File: config.mk
export PLATFORM = sky130hd
export DESIGN_NAME = bb3_divide
export DESIGN_NICKNAME = d
export VERILOG_FILES = /design/src/hw/rtl/bb3_pkg.sv /design/src/hw/rtl/bb3_divide.sv
export SDC_FILE = /design/constraint.sdc
export NUM_CORES = 1
export LEC_CHECK = 0
export CAP_MARGIN = 15
export CORE_AREA = 5 5 251 253
export DETAILED_ROUTE_END_ITERATION = 10
export DIE_AREA = 0 0 256 258
export DONT_BUFFER_PORTS = 1
export MAX_ROUTING_LAYER = met4
export PLACE_DENSITY_LB_ADDON = 0.3
export SETUP_SLACK_MARGIN = 0.05
export SLEW_MARGIN = 20
export SYNTH_ARGS = -nofsm -noshare
export SYNTH_HDL_FRONTEND = slang
export SYNTH_SLANG_ARGS = --single-unit
File: constraint.sdc
create_clock -name vclk -period 8.21
set_input_delay 0.821 -clock vclk [all_inputs]
set_output_delay 0.821 -clock vclk [all_outputs]
set_load 0.02 [all_outputs]
File: src/hw/rtl/bb3_pkg.sv
`timescale 1ns / 1ps
// Shared types, constants and the reciprocal table of the 3x3 RGB box blur.
// No dependencies; every other file of the block imports this package.

package bb3_pkg;

    // Line store depth used when the top level is not overridden.
    localparam int MAX_WIDTH_DEFAULT = 1024;

    // Configuration registers.
    localparam int FW_W = 11;
    localparam int FH_W = 16;
    localparam logic [FW_W-1:0] FRAME_WIDTH_RESET  = 11'd1024;
    localparam logic [FH_W-1:0] FRAME_HEIGHT_RESET = 16'd768;
    localparam int PADDR_W = 3;
    localparam int PDATA_W = 32;
    localparam logic REG_FRAME_WIDTH  = 1'b0;
    localparam logic REG_FRAME_HEIGHT = 1'b1;

    // Item codes.
    localparam logic FUNC_PIXEL = 1'b0;
    localparam logic FUNC_DRAIN = 1'b1;

    // Datapath widths.
    localparam int CH_W        = 8;
    localparam int ROW_W       = FH_W + 1;   // the drain position runs to height + 1
    localparam int SUM_W       = 12;         // nine 8-bit values
    localparam int VAL_W       = SUM_W + 1;  // 2 * sum + count
    localparam int NB_W        = 4;          // neighbor count, up to nine
    localparam int RECIP_W     = 20;
    localparam int RECIP_SHIFT = 20;
    localparam int PROD_W      = VAL_W + RECIP_W;

    // Output queue.
    localparam int FIFO_DEPTH = 8;
    localparam int FIFO_PTR_W = 3;
    localparam int FIFO_CNT_W = 4;

    typedef struct packed {
        logic            func;
        logic [CH_W-1:0] in_red;
        logic [CH_W-1:0] in_green;
        logic [CH_W-1:0] in_blue;
    } t_pix_in;

    typedef struct packed {
        logic [CH_W-1:0] out_red;
        logic [CH_W-1:0] out_green;
        logic [CH_W-1:0] out_blue;
        logic            out_last;
    } t_pix_out;

    typedef struct packed {
        logic [CH_W-1:0] red;
        logic [CH_W-1:0] green;
        logic [CH_W-1:0] blue;
    } t_rgb;

    // One line store entry: the pixel two rows up and the pixel one row up.
    typedef struct packed {
        t_rgb older;
        t_rgb newer;
    } t_line;

    // Per-item control that follows the window: emit flag, frame end flag
    // and which rows and columns of the 3x3 neighborhood lie in the frame.
    typedef struct packed {
        logic emit;
        logic last;
        logic row_top;
        logic row_mid;
        logic row_bot;
        logic col_left;
        logic col_right;
    } t_tap_ctl;

    // Rounded-mean operands handed to the divide stage.
    typedef struct packed {
        logic [VAL_W-1:0]   v_red;
        logic [VAL_W-1:0]   v_green;
        logic [VAL_W-1:0]   v_blue;
        logic [RECIP_W-1:0] recip;
        logic               last;
    } t_div_in;

    // ceil(2^20 / (2 * n)); floor((2*sum + n) * m / 2^20) is then exact for
    // every sum of n 8-bit values.
    function automatic logic [RECIP_W-1:0] bb3_recip(input logic [NB_W-1:0] n);
        logic [RECIP_W-1:0] m;
        case (n)
            4'd1:    m = 20'd524288;
            4'd2:    m = 20'd262144;
            4'd3:    m = 20'd174763;
            4'd4:    m = 20'd131072;
            4'd5:    m = 20'd104858;
            4'd6:    m = 20'd87382;
            4'd7:    m = 20'd74899;
            4'd8:    m = 20'd65536;
            4'd9:    m = 20'd58255;
            default: m = '0;
        endcase
        return m;
    endfunction

endpackage

File: src/hw/rtl/bb3_divide.sv
`timescale 1ns / 1ps
// Rounded mean by multiplication with the reciprocal of twice the neighbor count.
// Depends on bb3_pkg.

module bb3_divide
    import bb3_pkg::*;
(
    input  logic     i_valid,
    input  t_div_in  i_data,
    output logic     o_push,
    output t_pix_out o_data
);

    logic [PROD_W-1:0] prod_r;
    logic [PROD_W-1:0] prod_g;
    logic [PROD_W-1:0] prod_b;

    // One multiplier per channel; the quotient sits above the fraction bits.
    assign prod_r = PROD_W'(i_data.v_red)   * PROD_W'(i_data.recip);
    assign prod_g = PROD_W'(i_data.v_green) * PROD_W'(i_data.recip);
    assign prod_b = PROD_W'(i_data.v_blue)  * PROD_W'(i_data.recip);

    assign o_data.out_red   = prod_r[RECIP_SHIFT +: CH_W];
    assign o_data.out_green = prod_g[RECIP_SHIFT +: CH_W];
    assign o_data.out_blue  = prod_b[RECIP_SHIFT +: CH_W];
    assign o_data.out_last  = i_data.last;
    assign o_push           = i_valid;

endmodule

* Word-level counts from Yosys, hierarchy flattened
Index checks and enable logic that the tools add are counted.
** Storage, ports and cells
- Flip-flop bits (word level) :: 0
- Latch bits :: 0
- Bits in writable memories :: 0
- Memory bits (read-only) :: 0
- Output and inout port bits :: 26
- Logic and storage cells :: 3
- Memories kept :: 0
** Operators by class
- Add/subtract/negate cells :: 0
- $mul :: 3
- Divide/modulo/power cells :: 0
- Order comparisons :: 0
- Equal/unequal tests :: 0
- Shifts and indexed selects :: 0
- Multiplexer cells :: 0
- Bitwise gates (word level) :: 0
- Reductions and logical operators :: 0
** Operators with widths (count)
- $mul A13 B20 Y28 :: 3

* Logic depth before layout (Yosys ltp)
- Depth in word-level cells :: 1
- Gate-level depth with buffers :: 22

* Worst setup path after synthesis
OpenSTA, ideal clock, no wires.
- Path type :: input to output
- Start :: input port i_data[8] (netlist bit)
- End :: output port o_data[24] (netlist bit)
- Data arrival time :: 5.972 ns
- Data required time :: 7.389 ns
- Slack :: 1.417 ns
- Stages :: 20
- Path buffers :: 2
- Cells stage by stage :: clkbuf_1 -> clkbuf_1 -> nand2_1 -> fa_1 -> inv_1 -> fa_1 -> fa_1 -> fa_1 -> inv_1 -> fa_1 -> inv_1 -> ha_1 -> a211oi_1 -> o211ai_1 -> nor2_1 -> a211o_1 -> and3_1 -> nor3_4 -> o211a_1 -> nor3_1
** RTL lines
- from (decl) :: RTL line bb3_divide.sv:9 : input t_div_in i_data,
- to (decl) :: RTL line bb3_divide.sv:11 : output t_pix_out o_data

==> results.json <==
{
  "wl_per_cell_um": 15.9,
  "status": "complete, no violations",
  "layout-drive-gt1-share_pct": 0.546,
  "relSlewSlack_pct": 45.0,
  "syn2layout_area_growth_pct": 1.97,
  "cp.arrival_ns": 6.32,
  "syn_inst": 2528,
  "endpoint_kind": "output port",
  "tightestPinTransition_ns": 0.818,
  "routed_wl_mm": 50.3,
  "finalWorstSetupSlack_ns": 1.07,
  "syn_area_sq_um": 21600,
  "coreArea_sq_um": 60800,
  "nFlopsAndLatches": 0,
  "criticalPathCategory": "in -> out",
  "yosysWarnings": 0,
  "max_cap_viol_count": 0,
  "route.detailed.drc": 0,
  "drt_iter0_drc": 655,
  "cts_hold_buf": 0,
  "postRouteAntennaNets": 0,
  "register_area_sq_um": 0,
  "fin_nets": 3170,
  "p_leak_uw": 0.0114,
  "timing.fmax_mhz": 140,
  "p_switching_uw": 4590,
  "p_seq_share_pct": 0,
  "switching_share_pct": 62.0,
  "grt_overflow_total": 0,
  "synth_top_area_share_pct": 52.5,
  "power_density_nw_per_um2": 336,
  "dieArea_sq_um": 66000,
  "grt_pass1_wl_mm": 87.3,
  "drt_pass1_iterations": 5,
  "grt_setup_unrepaired": "false",
  "grt_max_degree": 40,
  "finalCritPeriodShare_pct": 87.0,
  "slew_violations": 0,
  "synth_area_leaders": "fa_1 53%, inv_1 12%, and2_1 10%",
  "rows": 91,
  "via_per_inst": 4.77,
  "setup_viol": 0,
  "cp_max_fo": 39,
  "cp-start-kind": "input port",
  "p_comb_share_pct": 100.0,
  "avgSynthCellArea_sq_um": 8.55,
  "clock_buffers": 0,
  "peakVddDrop_uv": 590,
  "place_ws_ns": 1.08,
  "antenna_found_initial": 1,
  "pin_count": 87,
  "syn_nets": 3315,
  "cts_resized": 0,
  "intPower_uw": 2810,
  "hold_violations": 0,
  "synth_seq_area_share_pct": 0,
  "synth_top_area_cell": "fa_1",
  "routabilityCongestion": 0.806,
  "die_y_um": 258,
  "track_usage_pct": 16.2,
  "port_buffers": 0,
  "die_w_um": 256,
  "fill_cells": 6363,
  "detailed_place_hpwl_mm": 39.2,
  "post_cts_buffers": 0,
  "power_frac_clock_pct": 0,
  "multi_input_area_sq_um": 18400,
  "required_ns": 7.39,
  "tns_ns": 0,
  "period_minus_slack_ns": 7.14,
  "hp-class": "in -> out",
  "initial_core_util_pct": 35.5,
  "ys_types": 49,
  "num_vias": 15140,
  "grt_pass1_vias": 17289
}
synthesized netlist by cell type (8+ instances only):
cell      count
xor2_1       11
and2_1      344
inv_1       713
a21o_1        8
fa_1        567
xnor2_1      37
nand3_1       8
nand2_1     411
o21ai_0      14
nand4_1       9
ha_1        159
nor3_1        9
clkbuf_1    137
a21oi_1      23
nor2_1       13
worst max-delay path, cell delays in order:
cell and delay [ns]:
and2_1 0.15, fa_1 0.53, inv_1 0.05, fa_1 0.47
inv_1 0.05, fa_1 0.50, inv_1 0.05, fa_1 0.49
fa_1 0.50, inv_1 0.04, ha_1 0.28, a2111oi_0 0.38
o21ai_1 0.14, o211a_1 0.15, o21ai_1 0.52, a211oi_2 0.18
a211oi_1 0.38, nor3_1 0.12, xnor2_1 0.48
per-stage QoR:
| step | instance area, sq um | std cells | utilization, % | hold slack, ns | power [uW] |
|---|---|---|---|---|---|
| after floorplan | 21600 | 2528 | - | 1.75 | 6020 |
| after global placement | 22000 | 3171 | 36.2 | 1.64 | 7360 |
| after detailed placement | 22000 | 3171 | 36.2 | 1.64 | 7510 |
| after CTS | 22000 | 3171 | 36.2 | 1.64 | 7580 |
| after global routing | 22000 | 3171 | 36.2 | 1.64 | 8520 |
| final | 22000 | 3172 | 36.2 | 1.64 | 7400 |
placed cells by master, fill, tap and decap left out, types with 2 or more instances in the layout:
| master | netlist | layout |
|---|---|---|
| nand2b_1 | 2 | 2 |
| a2111oi_0 | 2 | 2 |
| or2_2 | 2 | 2 |
| a21oi_1 | 23 | 23 |
| o31ai_1 | 2 | 2 |
| nand2_1 | 411 | 411 |
| o21ai_1 | 3 | 3 |
| o211a_1 | 2 | 2 |
| fa_1 | 567 | 567 |
| nand3_1 | 8 | 8 |
| nand4_1 | 9 | 9 |
| or3_1 | 3 | 3 |
| xnor2_1 | 37 | 37 |
| and2_1 | 344 | 344 |
| and3_1 | 2 | 2 |
| a211oi_1 | 5 | 5 |
| a21o_1 | 8 | 8 |
| ha_1 | 159 | 159 |
| nor3_1 | 9 | 9 |
| xor2_1 | 11 | 11 |
| o211ai_1 | 2 | 2 |
| nor4_1 | 2 | 2 |
| nor2b_1 | 4 | 4 |
| nor2_1 | 13 | 13 |
| o21a_1 | 5 | 5 |
| o21ai_0 | 14 | 14 |
| inv_1 | 713 | 713 |
| a211o_1 | 2 | 2 |
metal layers:
layer / vias to the layer above / global-route usage (%) / part of all wire [%]
li1: 6775 / - / -
met1: 8006 / 21.4 / 43
met2: 328 / 28.8 / 51
met3: 31 / 1.38 / 4.6
met4: 0 / 1.09 / 0.55
met5: - / - / 0
final timing paths:
path | from | endpoint | cells past startpoint
max | i_data[8] | o_data[15] | 19
min | i_data[0] | o_data[0] | 0
cell families (layout without fill, tap and decap cells):
| kind of cell | after synthesis | count (layout) | synth area share, % |
|---|---|---|---|
| compound gates | 82 | 82 | 2.70 |
| xor+xnor | 48 | 48 | 1.95 |
| fa+ha+maj | 726 | 726 | 61.8 |
| buf+inv | 860 | 713 | 15.0 |
| other cells | 0 | 1 | 0 |
| simple gates | 812 | 812 | 18.6 |
area by class of cell:
| class | instances | share of cell area (%) |
|---|---|---|
| Inverter | 713 | 12.1 |
| Multi-Input combinational cell | 1668 | 83.4 |
| Tap cell | 790 | 4.49 |
| Antenna cell | 1 | 0.0114 |
power groups by stage:
stage | combinational, uW | sequential [uW] | clock, uW
6_report | 7400 | 0 | 0.0000172
5_1_grt | 8520 | 0 | 0
4_1_cts | 7580 | 0 | 0
3_5_place_dp | 7510 | 0 | 0
3_3_place_gp | 7360 | 0 | 0
2_1_floorplan | 6020 | 0 | 0
Power figures use the tool's default switching activity.
