**config.mk**
```make
export PLATFORM = sky130hd
export DESIGN_NAME = bb3_out_fifo
export DESIGN_NICKNAME = d
export VERILOG_FILES = /design/src/hw/rtl/bb3_pkg.sv /design/src/hw/rtl/bb3_out_fifo.sv
export SDC_FILE = /design/constraint.sdc
export NUM_CORES = 1
export LEC_CHECK = 0
export BUFFER_PORTS_ARGS = -buffer_cell sky130_fd_sc_hd__buf_2
export CORE_ASPECT_RATIO = 2
export CORE_MARGIN = 2
export CORE_UTILIZATION = 54
export DETAILED_ROUTE_END_ITERATION = 8
export PLACE_DENSITY = 0.75
export SETUP_SLACK_MARGIN = 0.15
export SKIP_CTS_REPAIR_TIMING = 1
export SLEW_MARGIN = 40
export SYNTH_ARGS = -nofsm -noshare
export SYNTH_HDL_FRONTEND = slang
export SYNTH_SLANG_ARGS = --single-unit
```
**constraint.sdc**
```tcl
create_clock -name i_clk -period 2.6 [get_ports i_clk]
set_input_delay 0.26 -clock i_clk [delete_from_list [all_inputs] [get_ports i_clk]]
set_output_delay 0.26 -clock i_clk [all_outputs]
set_load 0.02 [all_outputs]
```
**src/hw/rtl/bb3_pkg.sv**
```systemverilog
`timescale 1ns / 1ps
// Shared types, constants and the reciprocal table of the 3x3 RGB box blur.
// No dependencies; every other file of the block imports this package.

package bb3_pkg;

    // Line store depth used when the top level is not overridden.
    localparam int MAX_WIDTH_DEFAULT = 1024;

    // Configuration registers.
    localparam int FW_W = 11;
    localparam int FH_W = 16;
    localparam logic [FW_W-1:0] FRAME_WIDTH_RESET  = 11'd1024;
    localparam logic [FH_W-1:0] FRAME_HEIGHT_RESET = 16'd768;
    localparam int PADDR_W = 3;
    localparam int PDATA_W = 32;
    localparam logic REG_FRAME_WIDTH  = 1'b0;
    localparam logic REG_FRAME_HEIGHT = 1'b1;

    // Item codes.
    localparam logic FUNC_PIXEL = 1'b0;
    localparam logic FUNC_DRAIN = 1'b1;

    // Datapath widths.
    localparam int CH_W        = 8;
    localparam int ROW_W       = FH_W + 1;   // the drain position runs to height + 1
    localparam int SUM_W       = 12;         // nine 8-bit values
    localparam int VAL_W       = SUM_W + 1;  // 2 * sum + count
    localparam int NB_W        = 4;          // neighbor count, up to nine
    localparam int RECIP_W     = 20;
    localparam int RECIP_SHIFT = 20;
    localparam int PROD_W      = VAL_W + RECIP_W;

    // Output queue.
    localparam int FIFO_DEPTH = 8;
    localparam int FIFO_PTR_W = 3;
    localparam int FIFO_CNT_W = 4;

    typedef struct packed {
        logic            func;
        logic [CH_W-1:0] in_red;
        logic [CH_W-1:0] in_green;
        logic [CH_W-1:0] in_blue;
    } t_pix_in;

    typedef struct packed {
        logic [CH_W-1:0] out_red;
        logic [CH_W-1:0] out_green;
        logic [CH_W-1:0] out_blue;
        logic            out_last;
    } t_pix_out;

    typedef struct packed {
        logic [CH_W-1:0] red;
        logic [CH_W-1:0] green;
        logic [CH_W-1:0] blue;
    } t_rgb;

    // One line store entry: the pixel two rows up and the pixel one row up.
    typedef struct packed {
        t_rgb older;
        t_rgb newer;
    } t_line;

    // Per-item control that follows the window: emit flag, frame end flag
    // and which rows and columns of the 3x3 neighborhood lie in the frame.
    typedef struct packed {
        logic emit;
        logic last;
        logic row_top;
        logic row_mid;
        logic row_bot;
        logic col_left;
        logic col_right;
    } t_tap_ctl;

    // Rounded-mean operands handed to the divide stage.
    typedef struct packed {
        logic [VAL_W-1:0]   v_red;
        logic [VAL_W-1:0]   v_green;
        logic [VAL_W-1:0]   v_blue;
        logic [RECIP_W-1:0] recip;
        logic               last;
    } t_div_in;

    // ceil(2^20 / (2 * n)); floor((2*sum + n) * m / 2^20) is then exact for
    // every sum of n 8-bit values.
    function automatic logic [RECIP_W-1:0] bb3_recip(input logic [NB_W-1:0] n);
        logic [RECIP_W-1:0] m;
        case (n)
            4'd1:    m = 20'd524288;
            4'd2:    m = 20'd262144;
            4'd3:    m = 20'd174763;
            4'd4:    m = 20'd131072;
            4'd5:    m = 20'd104858;
            4'd6:    m = 20'd87382;
            4'd7:    m = 20'd74899;
            4'd8:    m = 20'd65536;
            4'd9:    m = 20'd58255;
            default: m = '0;
        endcase
        return m;
    endfunction

endpackage

```
**src/hw/rtl/bb3_out_fifo.sv**
```systemverilog
`timescale 1ns / 1ps
// Eight-entry output queue that decouples the result channel from the pipeline.
// Depends on bb3_pkg.

module bb3_out_fifo
    import bb3_pkg::*;
(
    input  logic                  i_clk,
    input  logic                  i_rst_n,
    input  logic                  i_push,
    input  t_pix_out              i_data,
    output logic                  o_valid,
    output t_pix_out              o_data,
    input  logic                  i_ready,
    output logic [FIFO_CNT_W-1:0] o_count
);

    t_pix_out              r_mem [FIFO_DEPTH];
    logic [FIFO_PTR_W-1:0] r_wr_ptr;
    logic [FIFO_PTR_W-1:0] r_rd_ptr;
    logic [FIFO_CNT_W-1:0] r_count;
    logic                  pop;

    assign pop = (r_count != '0) && i_ready;

    // Entry storage.
    always_ff @(posedge i_clk) begin
        if (i_push) begin
            r_mem[r_wr_ptr] <= i_data;
        end
    end

    // Pointers and fill level.
    always_ff @(posedge i_clk) begin
        if (!i_rst_n) begin
            r_wr_ptr <= '0;
            r_rd_ptr <= '0;
            r_count  <= '0;
        end else begin
            if (i_push) begin
                r_wr_ptr <= r_wr_ptr + FIFO_PTR_W'(1);
            end
            if (pop) begin
                r_rd_ptr <= r_rd_ptr + FIFO_PTR_W'(1);
            end
            r_count <= r_count + FIFO_CNT_W'(i_push) - FIFO_CNT_W'(pop);
        end
    end

    assign o_valid = r_count != '0;
    assign o_data  = r_mem[r_rd_ptr];
    assign o_count = r_count;

    // The input credit check must keep a free entry for every result in flight.
    a_no_overflow: assert property (@(posedge i_clk) disable iff (!i_rst_n)
        i_push |-> ((r_count < FIFO_CNT_W'(FIFO_DEPTH)) || pop))
        else $error("output queue overflow");

    a_count_bound: assert property (@(posedge i_clk) disable iff (!i_rst_n)
        r_count <= FIFO_CNT_W'(FIFO_DEPTH))
        else $error("output queue count out of range");

    a_empty_ptrs: assert property (@(posedge i_clk) disable iff (!i_rst_n)
        (r_count == '0) |-> (r_wr_ptr == r_rd_ptr))
        else $error("output queue pointers disagree with count");

endmodule

```
======== Word-level counts from Yosys, hierarchy flattened ========
Memories as Yosys holds them, arrays and structs flattened. A register that Yosys moved wholly into a read port is not among the register bits.
Index checks and enable logic that the tools add are counted.
word-level totals
  flip-flop bits (word level) ............. 10
  bits in latches ......................... 0
  bits in writable memories ............... 200
  memory bits (read-only) ................. 0
  input port bits ......................... 29
  output and inout bits ................... 30
  logic and storage cells ................. 14
  memories kept ........................... 1
memories
  name   words  width  rd ports  clocked after memory_dff  write ports  line                source
  r_mem  8      25     1         1                         1            bb3_out_fifo.sv:18  t_pix_out r_mem [FIFO_DEPTH];
cells by class
  add/subtract/negate cells ............... 4
  $mul .................................... 0
  div/mod/pow operators ................... 0
  $lt $le $gt $ge ......................... 0
  eq/ne operators ......................... 0
  shift operators ......................... 0
  muxes and demuxes ....................... 4
  bitwise gates (word level) .............. 0
  reductions and logical operators ........ 2
operators by type and width
  kind                                          count
  adder 3 x 1 -> 3 bit (second input constant)  2
  two-way mux 3 bit                             2
  adder 4 x 1 -> 4 bit                          1
  nonzero test 4 bit                            1
  subtractor 4 x 1 -> 4 bit                     1
  two-way mux 1 bit                             2
  logical AND 1 bit                             1

======== Logic depth before layout (Yosys ltp) ========
  depth after elaboration ................. 4
  depth in mapped cells ................... 10
  depth with buffers taken out ............ 10

======== Worst setup path after synthesis ========
Ideal clock, no wire load.
  kind .................................... reg-to-reg
  start ................................... register r_wr_ptr[2]
  end ..................................... memory r_mem[0][0] in the netlist's numbering, enable pin
  arrival ................................. 2.232 ns
  data required time ...................... 2.162 ns
  path slack .............................. -0.071 ns
  cell stages (with the launch flop) ...... 3
  clock period less this slack ............ 2.671 ns
  path through ............................ dfxtp_1 nand2b_1 nor3_1
RTL lines
  element                 line                source
  start, declared         bb3_out_fifo.sv:19  logic [FIFO_PTR_W-1:0] r_wr_ptr;
  start signal, assigned  bb3_out_fifo.sv:41  r_wr_ptr <= r_wr_ptr + FIFO_PTR_W'(1);
  end, declared           bb3_out_fifo.sv:18
No word-level cell before the write port.

==> reports/metrics.cfg <==
[outcome]
outcome=finished, final reports clean

[worst_setup_path]
r2r_start=o_count[2]
cpPeakStageDelay_ps=560
crit_buf_inv=2
worstPathRequired_ps=2340
rrSetupSlack_ps=300
crit_fanout=12
critPathArrivalTime_ps=2160
cp_top_family=multiplexers
path_cells=buf_6, mux4_1, mux2_2, buf_2
worstSetupEndpointType=primary output
critical_path_class=reg -> out
startpoint_type=register
critPathSlowestCell=mux4_1
reg2reg_to=o_count[1]
rr_worst_depth=9

[drt]
route.detailed.drc=0
drtPass1Iterations=4
viasPerCell=5.752
dr_total_vias=3727
drt-wirelength-per-cell_um=23.19
drtIter0Drc=182
wl_um=15030
ant_nets=0

[die]
core_area_um2=15210
die_w_um=92.04
die_h_um=180.1
die-area_um2=16570
num_io_pins=59
std_cell_rows=64
start_util_pct=55.02

[finish]
syn2layout_area_growth_pct=14.35
regArea_um2=6274
final_nets=478
multi_input_area_um2=2022
final_cell_mix=200 x edfxtp_1, 58 x buf_2, 50 x mux4_1, 25 x mux2_2, 19 x clkbuf_16
fillers=1066
layout_commonest_cell=edfxtp_1
antenna_cells=0
drive_above_1_share_pct=30.67

[logic_synthesis]
ys_warn_count=0
syn-num-nets=398
seq_area_frac_synth_pct=74.86
synthDistinctLibCells=24
syn_avg_cell_area_um2=23.12
ys_ff_latch=213
synthCells=362
netlist_area_um2=8371

[placed_design]
hpwl_um=8863
portBuffers=58
globalplace.congestion=0.6745

[power_and_ir_drop]
p_leak_nw=3.250
seq_power_share_pct=50.9
p_sw_share_pct=24.54
cellPowerDensity_nw_per_um2=809.1
p_comb_share_pct=18.4
intPower_mw=5.844
switchingPower_mw=1.900
p_clk_share_pct=30.7
irDropWorstVdd_mv=0.7684

[global_route]
grt-ovfl-total=0
grt_usage_pct=18.21
grt_pass1_vias=4020
grt_pass1_wl_um=22480
antenna_found_initial=1
grt_max_degree=51

[sta]
fin_worst_skew_ps=23.31
worstMarginPinSlew_ps=594.8
max_slew_margin_pct=60.30
final-hold-violation-count=0
setup_viol=0
period_share_pct=93.09
layout_min_cycle_time_ps=2420
report.final.slew_viol_count=0
fmax_ghz=0.4132
final.setup.tns_ps=0
hold_ws_ps=56.83
rsz0062_at_grt=true

[cts]
cts-root-buf=clkbuf_16
clock_latency_ps=470
htreeDepth=1
path_clk_slew_ps=70
cts_buffers=17
cts.sinks=213
cts_tree=yes
clock_path_buffers=3

[worst_hold_path]
holdPathStages=1
holdCritPathClass=in -> reg
min_from=i_data[11]
hold-path-endpoint=r_mem[7][11]

[job]
drv_cap=0

-- cells in the mapped netlist --
master | instances | area [um^2]
mux2_2 | 25 | 281.5
or2_2 | 1 | 6.260
nor2_1 | 7 | 26.28
xor2_1 | 1 | 8.760
nand3_1 | 1 | 5.000
buf_1 | 7 | 26.28
or3b_2 | 1 | 8.760
clkbuf_1 | 3 | 11.26
fa_1 | 1 | 20.02
buf_6 | 6 | 67.56
nor2b_1 | 2 | 12.51
nand2b_1 | 6 | 37.54
nand2_1 | 9 | 33.78
nor3_1 | 2 | 10.01
a21o_1 | 1 | 7.510
a21oi_1 | 1 | 5.000
edfxtp_1 | 200 | 6006
mux2i_1 | 9 | 90.09
inv_1 | 4 | 15.01
mux4_1 | 50 | 1314
and2_1 | 4 | 25.02
ha_1 | 6 | 75.07
xnor2_1 | 2 | 17.52
dfxtp_1 | 13 | 260.3
-- layer usage --
| layer | track usage [%] | routed length (um) |
|---|---|---|
| met1 | 22.13 | 5788 |
| met2 | 33.59 | 8463 |
| met3 | 2.635 | 524 |
| met4 | 5.134 | 251 |
| met5 | 0 | 0 |
-- worst reg2reg max path, stage by stage, from the launching register on --
cell,delay (ps)
dfxtp_1,320
inv_1,80
ha_1,140
or3b_2,480
nand2_1,270
mux2i_1,120
ha_1,210
inv_1,90
fa_1,420
nor2b_1,110
-- logic make-up (layout without fill, tap and decap cells) --
logic type / Yosys count / count (layout) / synth area share (%)
flops: 213 / 213 / 74.86
buf+inv: 20 / 108 / 1.435
fa+ha+maj: 7 / 7 / 1.136
compound gates: 2 / 2 / 0.1495
mux: 84 / 84 / 20.13
xor+xnor: 3 / 3 / 0.3140
simple gates: 33 / 33 / 1.973
-- worst max-delay path by stage --
stage	to	depth (start not counted)	slack [ps]	from
2_1_floorplan	o_count[2]	10	300	o_count[2]
3_3_place_gp	o_count[1]	9	440	o_count[2]
3_5_place_dp	o_count[1]	9	320	o_count[2]
4_1_cts	o_data[3]	4	70	register
5_1_grt	o_data[11]	4	140	register
6_report	o_data[11]	4	180	register
-- power by group through the flow --
| stage | logic (mW) | registers (mW) | clock network (mW) |
|---|---|---|---|
| 6_report | 1.42 | 3.95 | 2.38 |
| 5_1_grt | 1.53 | 3.96 | 2.54 |
| 4_1_cts | 1.39 | 3.94 | 2.43 |
| 3_5_place_dp | 1.39 | 4.01 | 0 |
| 3_3_place_gp | 1.34 | 4.00 | 0 |
| 2_1_floorplan | 0.975 | 4.02 | 0 |
-- per-stage QoR --
stage / cells / utilization, % / power, mW / cell area, um^2 / setup slack, ps
finish: 648 / 62.91 / 7.744 / 9572 / 179.6
global route: 648 / 62.91 / 8.027 / 9572 / 139.2
CTS: 645 / 62.43 / 7.754 / 9498 / 72.88
detailed placement: 618 / 59.16 / 5.398 / 9001 / 315.6
global placement: 618 / 59.16 / 5.340 / 9001 / 436.9
floorplan: 362 / - / 4.997 / 8381 / 298.8
-- registers in the layout (all words and copies together) (netlist names), named ones only --
signal / count
o_count: 4
r_mem: 200
r_rd_ptr: 3
r_wr_ptr: 3
-- final cells by class --
| type | count | share of cell area, % |
|---|---|---|
| flip-flops and latches | 213 | 65.54 |
| multi-input cells | 129 | 21.12 |
| repair buffers | 77 | 5.399 |
| clock buffers | 19 | 4.523 |
| well taps | 198 | 2.588 |
| clock inverters | 8 | 0.6667 |
| inverters | 4 | 0.1569 |
No activity file was read; power rests on OpenSTA's default activity.
