$ cat config.mk
export PLATFORM = sky130hd
export DESIGN_NAME = bb3_ctrl
export DESIGN_NICKNAME = d
export VERILOG_FILES = /design/src/hw/rtl/bb3_pkg.sv /design/src/hw/rtl/bb3_ctrl.sv
export SDC_FILE = /design/constraint.sdc
export NUM_CORES = 1
export LEC_CHECK = 0
export CORE_UTILIZATION = 60
export CTS_CLUSTER_DIAMETER = 30
export CTS_CLUSTER_SIZE = 20
export DETAILED_ROUTE_END_ITERATION = 8
export DONT_BUFFER_PORTS = 1
export HOLD_SLACK_MARGIN = 0.05
export PLACE_DENSITY = 0.76
export SYNTH_ARGS = -nofsm -noshare
export SYNTH_HDL_FRONTEND = slang
export SYNTH_SLANG_ARGS = --single-unit
$ cat constraint.sdc
create_clock -name i_clk -period 8 [get_ports i_clk]
set_input_delay 1.2 -clock i_clk [delete_from_list [all_inputs] [get_ports i_clk]]
set_output_delay 1.2 -clock i_clk [all_outputs]
set_load 0.01 [all_outputs]
$ cat src/hw/rtl/bb3_pkg.sv
`timescale 1ns / 1ps
// Shared types, constants and the reciprocal table of the 3x3 RGB box blur.
// No dependencies; every other file of the block imports this package.

package bb3_pkg;

    // Line store depth used when the top level is not overridden.
    localparam int MAX_WIDTH_DEFAULT = 1024;

    // Configuration registers.
    localparam int FW_W = 11;
    localparam int FH_W = 16;
    localparam logic [FW_W-1:0] FRAME_WIDTH_RESET  = 11'd1024;
    localparam logic [FH_W-1:0] FRAME_HEIGHT_RESET = 16'd768;
    localparam int PADDR_W = 3;
    localparam int PDATA_W = 32;
    localparam logic REG_FRAME_WIDTH  = 1'b0;
    localparam logic REG_FRAME_HEIGHT = 1'b1;

    // Item codes.
    localparam logic FUNC_PIXEL = 1'b0;
    localparam logic FUNC_DRAIN = 1'b1;

    // Datapath widths.
    localparam int CH_W        = 8;
    localparam int ROW_W       = FH_W + 1;   // the drain position runs to height + 1
    localparam int SUM_W       = 12;         // nine 8-bit values
    localparam int VAL_W       = SUM_W + 1;  // 2 * sum + count
    localparam int NB_W        = 4;          // neighbor count, up to nine
    localparam int RECIP_W     = 20;
    localparam int RECIP_SHIFT = 20;
    localparam int PROD_W      = VAL_W + RECIP_W;

    // Output queue.
    localparam int FIFO_DEPTH = 8;
    localparam int FIFO_PTR_W = 3;
    localparam int FIFO_CNT_W = 4;

    typedef struct packed {
        logic            func;
        logic [CH_W-1:0] in_red;
        logic [CH_W-1:0] in_green;
        logic [CH_W-1:0] in_blue;
    } t_pix_in;

    typedef struct packed {
        logic [CH_W-1:0] out_red;
        logic [CH_W-1:0] out_green;
        logic [CH_W-1:0] out_blue;
        logic            out_last;
    } t_pix_out;

    typedef struct packed {
        logic [CH_W-1:0] red;
        logic [CH_W-1:0] green;
        logic [CH_W-1:0] blue;
    } t_rgb;

    // One line store entry: the pixel two rows up and the pixel one row up.
    typedef struct packed {
        t_rgb older;
        t_rgb newer;
    } t_line;

    // Per-item control that follows the window: emit flag, frame end flag
    // and which rows and columns of the 3x3 neighborhood lie in the frame.
    typedef struct packed {
        logic emit;
        logic last;
        logic row_top;
        logic row_mid;
        logic row_bot;
        logic col_left;
        logic col_right;
    } t_tap_ctl;

    // Rounded-mean operands handed to the divide stage.
    typedef struct packed {
        logic [VAL_W-1:0]   v_red;
        logic [VAL_W-1:0]   v_green;
        logic [VAL_W-1:0]   v_blue;
        logic [RECIP_W-1:0] recip;
        logic               last;
    } t_div_in;

    // ceil(2^20 / (2 * n)); floor((2*sum + n) * m / 2^20) is then exact for
    // every sum of n 8-bit values.
    function automatic logic [RECIP_W-1:0] bb3_recip(input logic [NB_W-1:0] n);
        logic [RECIP_W-1:0] m;
        case (n)
            4'd1:    m = 20'd524288;
            4'd2:    m = 20'd262144;
            4'd3:    m = 20'd174763;
            4'd4:    m = 20'd131072;
            4'd5:    m = 20'd104858;
            4'd6:    m = 20'd87382;
            4'd7:    m = 20'd74899;
            4'd8:    m = 20'd65536;
            4'd9:    m = 20'd58255;
            default: m = '0;
        endcase
        return m;
    endfunction

endpackage

$ cat src/hw/rtl/bb3_ctrl.sv
`timescale 1ns / 1ps
// Configuration registers, frame position counters and neighborhood decode.
// Depends on bb3_pkg.

module bb3_ctrl
    import bb3_pkg::*;
#(
    parameter  int MAX_WIDTH = MAX_WIDTH_DEFAULT,
    localparam int XW = (MAX_WIDTH > 2) ? $clog2(MAX_WIDTH) : 1,
    localparam int CW = (XW + 1 > FW_W) ? XW + 1 : FW_W
) (
    input  logic               i_clk,
    input  logic               i_rst_n,
    input  logic               psel,
    input  logic               penable,
    input  logic               pwrite,
    input  logic [PADDR_W-1:0] paddr,
    input  logic [PDATA_W-1:0] pwdata,
    output logic [PDATA_W-1:0] prdata,
    output logic               pready,
    input  logic               i_accept,
    input  t_pix_in            i_in_data,
    output logic               o_rd_en,
    output logic [XW-1:0]      o_rd_addr,
    output logic               o_s1_valid,
    output logic [XW-1:0]      o_s1_x,
    output t_rgb               o_s1_pix,
    output t_tap_ctl           o_s1_ctl
);

    logic [FW_W-1:0]  r_frame_width;
    logic [FH_W-1:0]  r_frame_height;
    logic [XW-1:0]    r_col;
    logic [FH_W-1:0]  r_row;
    logic [CW-1:0]    r_drain;
    logic             r_s1_valid;
    logic [XW-1:0]    r_s1_x;
    t_rgb             r_s1_pix;
    t_tap_ctl         r_s1_ctl;

    logic [CW-1:0]    w;
    logic [FH_W-1:0]  h;
    logic             cfg_wr;
    logic             reg_idx;
    logic             draining;
    logic             drain_end;
    logic             act;
    logic             col_wrap;
    logic [XW-1:0]    x;
    logic [ROW_W-1:0] y;
    logic [ROW_W-1:0] cr;
    logic [CW-1:0]    cc;
    t_rgb             pix;
    t_tap_ctl         ctl;

    // Frame size in use: width clamped to [2, MAX_WIDTH], height at least 2.
    always_comb begin
        if (r_frame_width < FW_W'(2)) begin
            w = CW'(2);
        end else if (int'(r_frame_width) > MAX_WIDTH) begin
            w = CW'(MAX_WIDTH);
        end else begin
            w = CW'(r_frame_width);
        end
        h = (r_frame_height < FH_W'(2)) ? FH_W'(2) : r_frame_height;
    end

    // Register port.
    assign cfg_wr  = psel && penable && pwrite;
    assign reg_idx = paddr[PADDR_W-1];
    assign pready  = 1'b1;

    always_comb begin
        case (reg_idx)
            REG_FRAME_WIDTH:  prdata = PDATA_W'(r_frame_width);
            REG_FRAME_HEIGHT: prdata = PDATA_W'(r_frame_height);
            default:          prdata = '0;
        endcase
    end

    // Position of this item and the part of its neighborhood inside the frame.
    // Once all pixels are in, every item is a drain tick; before that a drain
    // tick does nothing.
    assign draining  = r_row >= h;
    assign drain_end = r_drain >= w;
    assign act       = draining || (i_in_data.func == FUNC_PIXEL);
    assign col_wrap  = (CW'(r_col) + CW'(1)) >= w;

    always_comb begin
        pix = '0;
        if (draining) begin
            if (drain_end) begin
                x = '0;
                y = ROW_W'(h) + ROW_W'(1);
            end else begin
                x = r_drain[XW-1:0];
                y = ROW_W'(h);
            end
        end else begin
            x         = r_col;
            y         = ROW_W'(r_row);
            pix.red   = i_in_data.in_red;
            pix.green = i_in_data.in_green;
            pix.blue  = i_in_data.in_blue;
        end

        // The window center trails the input by one row and one column.
        if (x != '0) begin
            ctl.emit = y >= ROW_W'(1);
            cr       = y - ROW_W'(1);
            cc       = CW'(x) - CW'(1);
        end else begin
            ctl.emit = y >= ROW_W'(2);
            cr       = y - ROW_W'(2);
            cc       = w - CW'(1);
        end
        ctl.last      = draining && drain_end;
        ctl.row_top   = cr >= ROW_W'(1);
        ctl.row_mid   = cr < ROW_W'(h);
        ctl.row_bot   = (cr + ROW_W'(1)) < ROW_W'(h);
        ctl.col_left  = cc >= CW'(1);
        ctl.col_right = (cc + CW'(1)) < w;
    end

    assign o_rd_en   = i_accept && act;
    assign o_rd_addr = x;

    // Configuration and counters; a register write restarts the frame.
    always_ff @(posedge i_clk) begin
        if (!i_rst_n) begin
            r_frame_width  <= FRAME_WIDTH_RESET;
            r_frame_height <= FRAME_HEIGHT_RESET;
            r_col          <= '0;
            r_row          <= '0;
            r_drain        <= '0;
            r_s1_valid     <= 1'b0;
        end else begin
            r_s1_valid <= i_accept && act;
            if (cfg_wr) begin
                case (reg_idx)
                    REG_FRAME_WIDTH:  r_frame_width  <= pwdata[FW_W-1:0];
                    REG_FRAME_HEIGHT: r_frame_height <= pwdata[FH_W-1:0];
                    default: ;
                endcase
                r_col   <= '0;
                r_row   <= '0;
                r_drain <= '0;
            end else if (i_accept && act) begin
                if (ctl.last) begin
                    r_col   <= '0;
                    r_row   <= '0;
                    r_drain <= '0;
                end else if (draining) begin
                    r_drain <= r_drain + CW'(1);
                end else if (col_wrap) begin
                    r_col <= '0;
                    r_row <= r_row + FH_W'(1);
                end else begin
                    r_col <= r_col + XW'(1);
                end
            end
        end
    end

    // Item payload for the window stage.
    always_ff @(posedge i_clk) begin
        if (i_accept && act) begin
            r_s1_x   <= x;
            r_s1_pix <= pix;
            r_s1_ctl <= ctl;
        end
    end

    assign o_s1_valid = r_s1_valid;
    assign o_s1_x     = r_s1_x;
    assign o_s1_pix   = r_s1_pix;
    assign o_s1_ctl   = r_s1_ctl;

    // While pixels are still expected the column stays inside the row.
    a_col_in_row: assert property (@(posedge i_clk) disable iff (!i_rst_n)
        (r_row < h) |-> (CW'(r_col) < w))
        else $error("column counter left the row");

    // The last pixel of a frame wraps the column back to zero.
    a_col_zero_drain: assert property (@(posedge i_clk) disable iff (!i_rst_n)
        (r_row >= h) |-> (r_col == '0))
        else $error("column counter not cleared at frame end");

    // Drain ticks only count after the last pixel, and never past the width.
    a_drain_bound: assert property (@(posedge i_clk) disable iff (!i_rst_n)
        (r_drain != '0) |-> ((r_row == h) && (r_drain <= w)))
        else $error("drain counter out of step with the frame");

endmodule

# Yosys cells after proc, flatten, opt, wreduce, memory -nomap -nowiden

Cells that the tools add are included.

Equality and inequality tests: 1
Magnitude comparators: 13
Mux-type cells: 19
Bitwise gates (word level): 3
$add $sub $neg: 11
Reduce and logical (&&, ||, !) cells: 14

Operators with widths:

| cell                  | number |
|---|---|
| $mux 16               | 4 |
| $pmux 32 s2           | 1 |
| $mux 11               | 5 |
| $mux 17               | 3 |
| $mux 10               | 5 |
| $ge 17x1->1 const B   | 2 |
| $lt 17x16->1          | 2 |
| $add 11x1->11 const B | 2 |
| $ge 11x11->1          | 2 |
| $add 16x1->17 const B | 1 |
| $add 17x1->17 const B | 1 |
| $ge 17x2->1 const B   | 1 |
| $sub 17x1->17 const B | 1 |
| $sub 17x2->17 const B | 1 |
| $add 16x1->16 const B | 1 |
| $ge 16x16->1          | 1 |
| $lt 16x2->1 const B   | 1 |
| $add 10x1->11 const B | 1 |
| $ge 11x1->1 const B   | 1 |
| $gt 11x11->1 const B  | 1 |
| $lt 11x11->1          | 1 |
| $lt 11x2->1 const B   | 1 |
| $sub 10x1->11 const B | 1 |
| $sub 11x1->11 const B | 1 |
| other kinds (11)      | 20 |

Flip-flop bits (word level): 106
Word-level logic and storage cells: 78

# Longest topological paths before layout

Depth after elaboration: 10
Mapped depth: 34
Gate-level depth less buffers: 31

# Worst setup path after synthesis

OpenSTA, ideal clock, no wires.

Path type: reg-to-reg
Start point: reg r_frame_width[10]
End point: reg r_s1_ctl (netlist bit o_s1_ctl[2]) (data pin)
Arrival: 5,689 ps
Path slack: 2,163 ps
Stages on the path, launching flop included: 30
Cells stage by stage: dfxtp_1 inv_1 clkbuf_1 nand2_1 ha_1 and3_4 a221oi_2 o21a_2 o21a_4 mux2_1 mux2i_1 ha_1 nand2_1 or4_1 o21ai_2 o22ai_2 a211oi_4 nand4_1 nor2_1 xor2_1 ha_1 nor2b_1 o21ai_0 nand2b_1 a21oi_1 o21ai_0 o21bai_1 a31oi_1 nand2b_1 mux2i_1

RTL lines:

| element                | RTL line        | source |
|---|---|---|
| from (decl)            | bb3_ctrl.sv:31  | `logic [FW_W-1:0] r_frame_width;` |
| from (signal assigned) | bb3_ctrl.sv:141 | `REG_FRAME_WIDTH: r_frame_width <= pwdata[FW_W-1:0];` |
| to (signal assigned)   | bb3_ctrl.sv:170 | `r_s1_ctl <= ctl;` |
| to (decl)              | bb3_ctrl.sv:39  | `t_tap_ctl r_s1_ctl;` |

==> impl_results.md <==
- Status: finished, final reports clean
- Placed cell count: 1198
- Leakage: 3.562 nW
- CP bufs+invs: 1
- Main synth FF type: dfxtp_1
- Slowest cell on the critical path: o21ai_0
- Top cell type's share of synthesized area: between 10% and 20%
- TNS Setup: 0 ns
- Worst Skew: 0.01366 ns
- Peak Freq: 0.1367 GHz
- Maximum clock path buffer count: 2
- Largest net degree at the start of global routing: 48
- Maximum vdd drop: slightly above 0.0001 V
- Root Driver: clkbuf_16
- Std cell rows: 44
- NumNets Final: between 1000 and 1500
- Area of the core: 14530 um^2
- Clk_lat worst skew: 0.36 ns
- Layout cells sized above 1: 7.087%
- DRT antenna net count: 0
- Area Overhead vs Synth: 3.196%
- CP arrival: 7.53 ns
- Synth Instances: ~1100
- Min-delay worst type: reg2reg
- Cts bufs inserted: 9
- Post CTS Setup Buffer Count: 0
- Total track usage: approximately 30%
- Clk sinks: 106
- Startpoint Class: register
- Non-filler instance count after layout: 1214
- Routed vias: about 7700
- Worst Tran Pin Value: 1.103 ns
- DP Area: 8965 um^2
- First-pass GRT wire length: 36780 um
- Ys async rst share: 0%
- Residual DRC: 0
- Fill count: 1275
- Initial antenna violation count: 0
- I/O pins: 152
- Initial Utilization: 61.68%
- Synth area leaders: dfxtp_1 15%, edfxtp_1 14%, ha_1 13%
- MaxCap Viol Count: 0
- Post-DP HPWL: 17410 um
- Mapped Area: approximately 9000 um^2
- RSZ-0062 raised after global routing: false
- Initial DRC Count: 555
- Port Buffers: 0
- Worst-path maximum fanout: 23
- Final min period: roughly 7.3 ns
- Die width: roughly 120 um
- CP Capture Type: register
- Clock H-tree levels: 3
- Yosys top cell by area: dfxtp_1
- CTS tree: done
- Post-CTS sizing: 0
- Netlist cell types: 90
- Die H: 124.2 um
- GRT overflow: 0
- # hold bufs at CTS: 0
- CTS clk-pin slew, worst paths: 0.08 ns
- Seq/Total Area, Yosys: around 28%
- YS warnings: 0
- Flops & latches, synth: ~110
- WHS: 0.4959 ns
- N_diodes: 0
- Via density: approximately 6.3
- Critical path class: reg2reg
- Pwr per Cell Area: 139.1 nW/um^2
- CP top delay family: compound AO/OA/AOI/OAI gates
- Design area: 9251 um^2
- Fin. Hold Viols: 0
- Worst path max stage delay: 0.46 ns
- Die Area: 15430 um^2
- Post-synth EDFFs: about 40
- Max-slew headroom: between 20% and 30%
- Syn_area_per_cell: approximately 8.5 um^2
- Post-Route WL: 23000 um
- Crit path required time: 8.21 ns
- Number of detailed-routing iterations run before antenna repair: 4
- GPL Wtd Cong: 0.9282
- Crit path top cell by count: o21ai_0
- Routed WL per cell: 18.95 um
- Finish-stage setup viols: 0
- Final slew viol count: 0
- Share of the clock period used by the worst path after layout: 91.44%
- Vias in the first global route: around 7100
## synth_stat cells (all sizes together), types with 10 or more instances
master / n
nand2: 138
ha: 92
nor2: 79
dfxtp: 65
xnor2: 56
a21oi: 43
edfxtp: 41
o21ai: 41
inv: 38
nand3: 38
and2: 34
buf: 34
clkbuf: 31
xor2: 29
nand4: 28
a21boi: 26
nor3: 26
a21o: 20
and3: 19
nor4: 18
nand2b: 14
mux2i: 12
or3: 12
a31oi: 10
mux2: 10
nor2b: 10
o31ai: 10
## worst paths after layout
check / cells past startpoint / endpoint / slack [ns] / start
max: 28 / o_s1_ctl[2] / 0.68 / r_frame_width[10]
max reg2reg: 28 / o_s1_ctl[2] / 0.68 / r_frame_width[10]
min: 2 / r_frame_height[15] / 0.50 / r_frame_height[15]
min reg2reg: 2 / r_frame_height[15] / 0.50 / r_frame_height[15]
## registers in the layout (all words and copies together) (netlist names)
| register | count |
|---|---|
| o_s1_x | 10 |
| o_s1_valid | 1 |
| r_row | 16 |
| o_s1_pix | 24 |
| o_s1_ctl | 7 |
| r_frame_height | 16 |
| r_col | 10 |
| r_frame_width | 11 |
| r_drain | 11 |
## power by group
| group | switching [mW] | internal (mW) | leakage (nW) |
|---|---|---|---|
| Combinational | 0.151 | 0.106 | 2.51 |
| Sequential | 0.0144 | 0.574 | 0.911 |
| Clock | 0.224 | 0.217 | 0.143 |
## kinds of logic after synthesis
kind of cell	count (synthesis)	synth area share, %
and+or+nand+nor	434	24.65
AOI/OAI and AO/OA	214	17.22
DFF	106	28.25
adders and majority gates	92	12.84
other	2	0.08377
muxes	22	2.596
xor gates and xnor gates	85	8.932
buffers and inverters	103	5.429
## area by class of cell
cell class                      count  area, um^2  share of cell area (%)
Tap cell                          184       230.2                   2.489
Clock buffer                        9       225.2                   2.434
Inverter                           38       142.6                   1.542
Clock inverter                      7       61.31                  0.6627
Sequential cell                   106        2532                   27.37
Timing Repair Buffer                6       45.04                  0.4869
Multi-Input combinational cell    864        6015                   65.01
## layer usage
layer	global-route usage [%]	routed length, um	vias to the layer above
met3	7.371	1994	53
met2	45.43	10070	331
met4	11.62	674	0
li1	-	-	3718
met5	0	0	-
met1	39.73	10260	3586
## cells in the final DEF, fill, tap and decap left out, types with 5 or more instances in the layout
| cell type | instances |
|---|---|
| nand2b_1 | 14 |
| o31ai_1 | 9 |
| nand3_1 | 35 |
| a21oi_1 | 41 |
| mux2i_1 | 12 |
| nor2_1 | 79 |
| dfxtp_1 | 65 |
| clkbuf_16 | 9 |
| ha_1 | 92 |
| and3_1 | 16 |
| xnor2_1 | 54 |
| a21boi_0 | 24 |
| nor4_1 | 17 |
| or3_1 | 11 |
| a22o_1 | 5 |
| nor3_1 | 24 |
| o21ai_1 | 5 |
| inv_1 | 36 |
| o211a_1 | 5 |
| o21a_1 | 5 |
| nand2_1 | 138 |
| and2_1 | 33 |
| buf_4 | 6 |
| nand4_1 | 27 |
| edfxtp_1 | 41 |
| a21o_1 | 20 |
| o211ai_1 | 8 |
| xor2_1 | 25 |
| o21ai_0 | 33 |
| nor3b_1 | 5 |
| mux2_2 | 9 |
| conb_1 | 17 |
| nor2b_1 | 9 |
| a31oi_1 | 10 |
## stage by stage
step	power, mW	setup slack (ns)	utilization [%]
3_3_place_gp	0.8464	1.025	61.68
3_5_place_dp	0.8523	0.8400	61.68
4_1_cts	1.293	0.7918	63.65
2_1_floorplan	0.8111	2.163	-
5_1_grt	1.345	0.1887	63.65
6_report	1.287	0.6849	63.65
## worst register-to-register path: cells and delay by family (launching register included)
kind / cells / cell delay (ns)
buffers and inverters: 1 / 0.46
adders and majority gates: 3 / 0.89
xor gates and xnor gates: 2 / 0.49
AOI/OAI and AO/OA: 11 / 2.54
muxes: 3 / 0.94
DFF: 1 / 0.34
and+or+nand+nor: 8 / 1.53
(Power assumes the default switching activity.)
